`config.mk`:
```
export PLATFORM = sky130hd
export DESIGN_NAME = bad_divider
export DESIGN_NICKNAME = d
export VERILOG_FILES = /design/src/rtl/box_average_downscaler_defines.svh /design/src/rtl/bad_pkg.sv /design/src/rtl/bad_divider.sv
export SDC_FILE = /design/constraint.sdc
export NUM_CORES = 1
export LEC_CHECK = 0
export ABC_AREA = 1
export ABC_CLOCK_PERIOD_IN_PS = 2400
export BUFFER_PORTS_ARGS = -buffer_cell sky130_fd_sc_hd__buf_4
export CORE_ASPECT_RATIO = 1.25
export CORE_MARGIN = 2
export CORE_UTILIZATION = 45
export CTS_BUF_LIST = sky130_fd_sc_hd__clkbuf_8
export DETAILED_ROUTE_END_ITERATION = 6
export MAX_ROUTING_LAYER = met4
export PLACE_DENSITY_LB_ADDON = 0.08
export SETUP_SLACK_MARGIN = 0.1
export SYNTH_ARGS = -nofsm -noshare
export SYNTH_HDL_FRONTEND = slang
export SYNTH_SLANG_ARGS = --single-unit
```
`constraint.sdc`:
```
create_clock -name i_clk -period 2.4 [get_ports i_clk]
set_clock_uncertainty 0.1 [all_clocks]
set_input_delay 0.24 -clock i_clk [delete_from_list [all_inputs] [get_ports i_clk]]
set_output_delay 0.24 -clock i_clk [all_outputs]
set_load 0.05 [all_outputs]
```
`src/rtl/box_average_downscaler_defines.svh`:
```
// assertion macros for the box average downscaler
// no dependencies; included by the top level
`ifndef BOX_AVERAGE_DOWNSCALER_DEFINES_SVH
`define BOX_AVERAGE_DOWNSCALER_DEFINES_SVH
`ifndef NO_ASSERTIONS
`define BAD_ASSERT_SAME(label, clk, rst_n, ante, cons, msg) \
    label: assert property (@(posedge clk) disable iff (!rst_n) (ante) |-> (cons)) \
        else $error(msg);
`define BAD_ASSERT_NEXT(label, clk, rst_n, ante, cons, msg) \
    label: assert property (@(posedge clk) disable iff (!rst_n) (ante) |=> (cons)) \
        else $error(msg);
`else
`define BAD_ASSERT_SAME(label, clk, rst_n, ante, cons, msg)
`define BAD_ASSERT_NEXT(label, clk, rst_n, ante, cons, msg)
`endif
`endif

```
`src/rtl/bad_pkg.sv`:
```
// shared types and constants of the box average downscaler
// no dependencies
package bad_pkg;
    localparam int PIX_W        = 8;
    localparam int COORD_W      = 12;
    localparam int ZOOM_W       = 5;
    localparam int DIM_W        = 13;
    localparam int CFG_W        = 13;
    localparam int CFG_IDX_W    = 2;
    localparam int ROW_W        = 12;
    localparam int HEIGHT_LIMIT = 4096;
    localparam int QUOT_W       = 8;

    localparam logic [CFG_IDX_W-1:0] CFG_ZOOM   = 2'd0;
    localparam logic [CFG_IDX_W-1:0] CFG_WIDTH  = 2'd1;
    localparam logic [CFG_IDX_W-1:0] CFG_HEIGHT = 2'd2;

    typedef enum logic [1:0] {
        S_IDLE,
        S_ACC,
        S_DIV
    } t_state;
endpackage

```
`src/rtl/bad_divider.sv`:
```
// three-channel restoring divider for rounded block means, one quotient bit a cycle
// uses bad_pkg
module bad_divider #(
    parameter int SUM_W = 16,
    parameter int CNT_W = 9
) (
    input  logic                            i_clk,
    input  logic                            i_rst_n,
    input  logic                            i_start,
    input  logic [2:0][SUM_W-1:0]           i_sum,
    input  logic [CNT_W-1:0]                i_count,
    output logic                            o_done,
    output logic [2:0][bad_pkg::QUOT_W-1:0] o_quot
);
    import bad_pkg::*;

    localparam int DV_W = CNT_W + 9;
    localparam int STEP_W = $clog2(QUOT_W);

    logic [2:0][DV_W-1:0]   r_rem, n_rem;
    logic [2:0][QUOT_W-1:0] r_quot, n_quot;
    logic [DV_W-1:0]        r_den;
    logic [STEP_W-1:0]      r_step;
    logic                   r_busy, r_done;

    always_comb begin
        for (int c = 0; c < 3; c++) begin
            if (r_rem[c] >= r_den) begin
                n_rem[c]  = r_rem[c] - r_den;
                n_quot[c] = {r_quot[c][QUOT_W-2:0], 1'b1};
            end else begin
                n_rem[c]  = r_rem[c];
                n_quot[c] = {r_quot[c][QUOT_W-2:0], 1'b0};
            end
        end
    end

    always_ff @(posedge i_clk) begin
        if (!i_rst_n) begin
            r_busy <= 1'b0;
            r_done <= 1'b0;
            r_step <= '0;
        end else if (i_start) begin
            r_busy <= 1'b1;
            r_done <= 1'b0;
            r_step <= '0;
        end else if (r_busy) begin
            r_step <= r_step + 1'b1;
            if (r_step == STEP_W'(QUOT_W - 1)) begin
                r_busy <= 1'b0;
                r_done <= 1'b1;
            end
        end
    end

    // dividend 2*sum+count, divisor 2*count aligned to the top quotient bit
    always_ff @(posedge i_clk) begin
        if (i_start) begin
            for (int c = 0; c < 3; c++) begin
                r_rem[c]  <= (DV_W'(i_sum[c]) << 1) + DV_W'(i_count);
                r_quot[c] <= '0;
            end
            r_den <= DV_W'(i_count) << QUOT_W;
        end else if (r_busy) begin
            r_rem  <= n_rem;
            r_quot <= n_quot;
            r_den  <= r_den >> 1;
        end
    end

    assign o_done = r_done;
    assign o_quot = r_quot;
endmodule

```
==> metrics.txt <==
status=complete, no violations; initial antenna violation count=0; die area=20400 sq um; P&R area growth vs syn=19.3%; fin nets=1498; total power=7.15 mW; Die X=128 um; ant diodes=0; largest net degree at the start of global routing=74; fmax=441 MHz; Total GRT Usage=26.0%; CTS sink cnt=100; Yosys cell types=37; setup TNS=0 ns; clock slew at reported path FFs=0.12 ns; Critical Path, Cell by Cell=inv_1 -> ha_1 -> fa_2 -> o21ai_4 -> nand2_1 -> nand2_2 -> nand2_1 -> nand2_1 -> nand2_2 -> nand3_4 -> clkbuf_16; TritonCTS clock tree=built; Final Cycle Share=94.5%; most instantiated cells after synthesis=387 x nand2_1, 156 x inv_1, 111 x nand3_1; Worst Setup Start Kind=flop; fillers=1902; Root Driver=clkbuf_8; wire length per cell=about 16 um; drt pass-1 iters=5; Vias=8514; Post-Synthesis Cell Area=~8700 sq um; I/O Buffers=84; Post-synth EDFFs=63; Pleak=about 5 nW; RSZ-0062 raised after global routing=yes; Worst EP required=roughly 2.4 ns; DRT iter0 DRCs=~520; pwr dens=approximately 700 nW/um^2; Max-Cap Viols=0; Final Max Slew Viols=0; count leader, synth=nand2_1; row count=56; critical-path maximum fanout=5; CTS max path bufs=2; Tmin final=2.27 ns; Starting Density=46.1%; final WL=approximately 26000 um; routability cong.=0.897; most used cell, CP=nand2_1; Worst Path Buf+Inv=2; total CTS buffers=9; Critical-path top delay cell=fa_2; CTS H-tree depth=3; Via density=5.35; critical path's top delay family=adder cells; Critical Setup Path Class=flop to flop; crit-path max cell delay=0.39 ns; Synth Warn #=0; Hold Crit Class=input pin to flop; Die Ht=159 um; Synth area leader=edfxtp_1; register area share after synthesis=30.4%; average cell area after synthesis=about 6.8 sq um; syn nets=around 1.4k; Peak VDD IR=0.000379 V; Slew headroom=between 50% and 60%; final setup fails=0; worst slew pin tran=0.682 ns; worst-skew pair later-pin latency=0.41 ns; Synth area leaders=edfxtp_1 22%, nand2_1 17%, ha_1 11%; first-pass GRT wire length=slightly above 40000 um; Fin. Hold Viols=0; synthesized instance count=1267; I/O pin count=85; post-route ant nets=0; number of synthesized register bits=100; core footprint=18800 sq um; Synth top area share=between 20% and 30%; ys async rst share=0%; layout cells sized above 1=between 10% and 20%; R2R setup slack=0.13 ns; vias in the first global route=8081; Setup crit end kind=flop; DP HPWL=19900 um; Worst EP arrival=2.31 ns; DR DRC count=0; ys flop type=edfxtp_1; grt total ovfl=0
## stage by stage
step | hold slack (ns) | worst slack, ns | utilization, % | instance area, sq um | cells
3_5_place_dp | 0.347 | 0.102 | 50.7 | 9530 | 1563
4_1_cts | 0.0390 | 0.104 | 51.9 | 9750 | 1580
2_1_floorplan | 0.265 | 0.222 | - | 8670 | 1267
6_report | 0.0602 | 0.131 | 55.0 | 10300 | 1592
3_3_place_gp | 0.341 | 0.0933 | 50.7 | 9530 | 1563
5_1_grt | 0.0749 | 0.0243 | 55.0 | 10300 | 1592
## power by group
group	internal (mW)	switching (mW)	total (mW)	leakage, nW
sequential	2.18	0.161	2.34	0.938
clock	0.424	0.765	1.19	0.106
combinational	1.43	2.20	3.63	3.87
total	4.03	3.12	7.15	4.91
## cells in the final DEF, fill, tap and decap left out, drive strengths merged
cell / count
a22oi: 2
or2: 6
o21ai: 81
dfxtp: 37
a31oi: 4
a21o: 5
nor4: 3
clkinv: 5
fa: 6
clkbuf: 11
nor3b: 1
dlygate4sd3: 1
and2: 8
ha: 77
nand2: 394
nand3b: 23
nor2: 91
o22ai: 22
clkinvlp: 3
edfxtp: 63
xor2: 7
nor3: 11
nand3: 111
a21boi: 4
nand4: 17
xnor2: 5
o21bai: 4
a21oi: 86
buf: 115
inv: 157
## flip-flops by register name (all words and copies together), names as in the netlist
register	count
o_done	1
o_quot	24
r_busy	1
r_den	17
r_rem	54
r_step	3
## kinds of logic after synthesis
logic type / count (synthesis) / synth area share (%)
flip-flops: 100 / 30.4
AND/OR/NAND/NOR: 665 / 33.0
buffers and inverters: 199 / 9.79
XOR/XNOR: 12 / 1.21
AO/OA/AOI/OAI: 208 / 13.0
adder cells (fa/ha/maj): 83 / 12.5
## tightest hold or removal path, stage by stage
cell	delay, ns
buf_4	0.12
nand2_1	0.05
o21ai_0	0.06
## layer usage
layer,share of wire [%],wire length [um],vias up,track usage (%)
met5,0,0,-,-
met4,3.4,881,0,8.94
met3,4.1,1070,51,2.79
met2,50,12900,223,45.7
met1,43,11000,3862,30.7
li1,-,-,4378,-
## path summary, 6_finish.rpt
kind | cells past startpoint | end | start
setup / recovery | 11 | r_rem[38]$_DFFE_PP_ | r_rem[36]$_DFFE_PP_
hold / removal | 3 | r_den[9]$_DFFE_PP_ | i_count[1]
setup reg to reg | 11 | r_rem[38]$_DFFE_PP_ | r_rem[36]$_DFFE_PP_
hold reg to reg | 2 | o_quot[7]$_SDFFE_PP0P_ | o_quot[7]$_SDFFE_PP0P_
## layout make-up
cell class / instances / area, sq um / share of cell area [%]
Inverter: 158 / 607 / 5.88
Multi-Input combinational cell: 968 / 5560 / 53.9
Timing Repair Buffer: 118 / 1010 / 9.81
Clock buffer: 9 / 124 / 1.20
Tap cell: 232 / 290 / 2.81
Clock inverter: 7 / 88.8 / 0.861
Sequential cell: 100 / 2640 / 25.5
## repair_timing
item / in CTS / in global routing
gates resized for setup: 2 / 83
buffers inserted: 0 / 9
gates cloned: 0 / 3
endpoints found under the setup margin: 43 / 72
hold buffers: 1 / 0
hold endpoints to repair: 1 / 0
pin swaps: 2 / 11
Note: power is estimated with default switching activity, not from simulation.
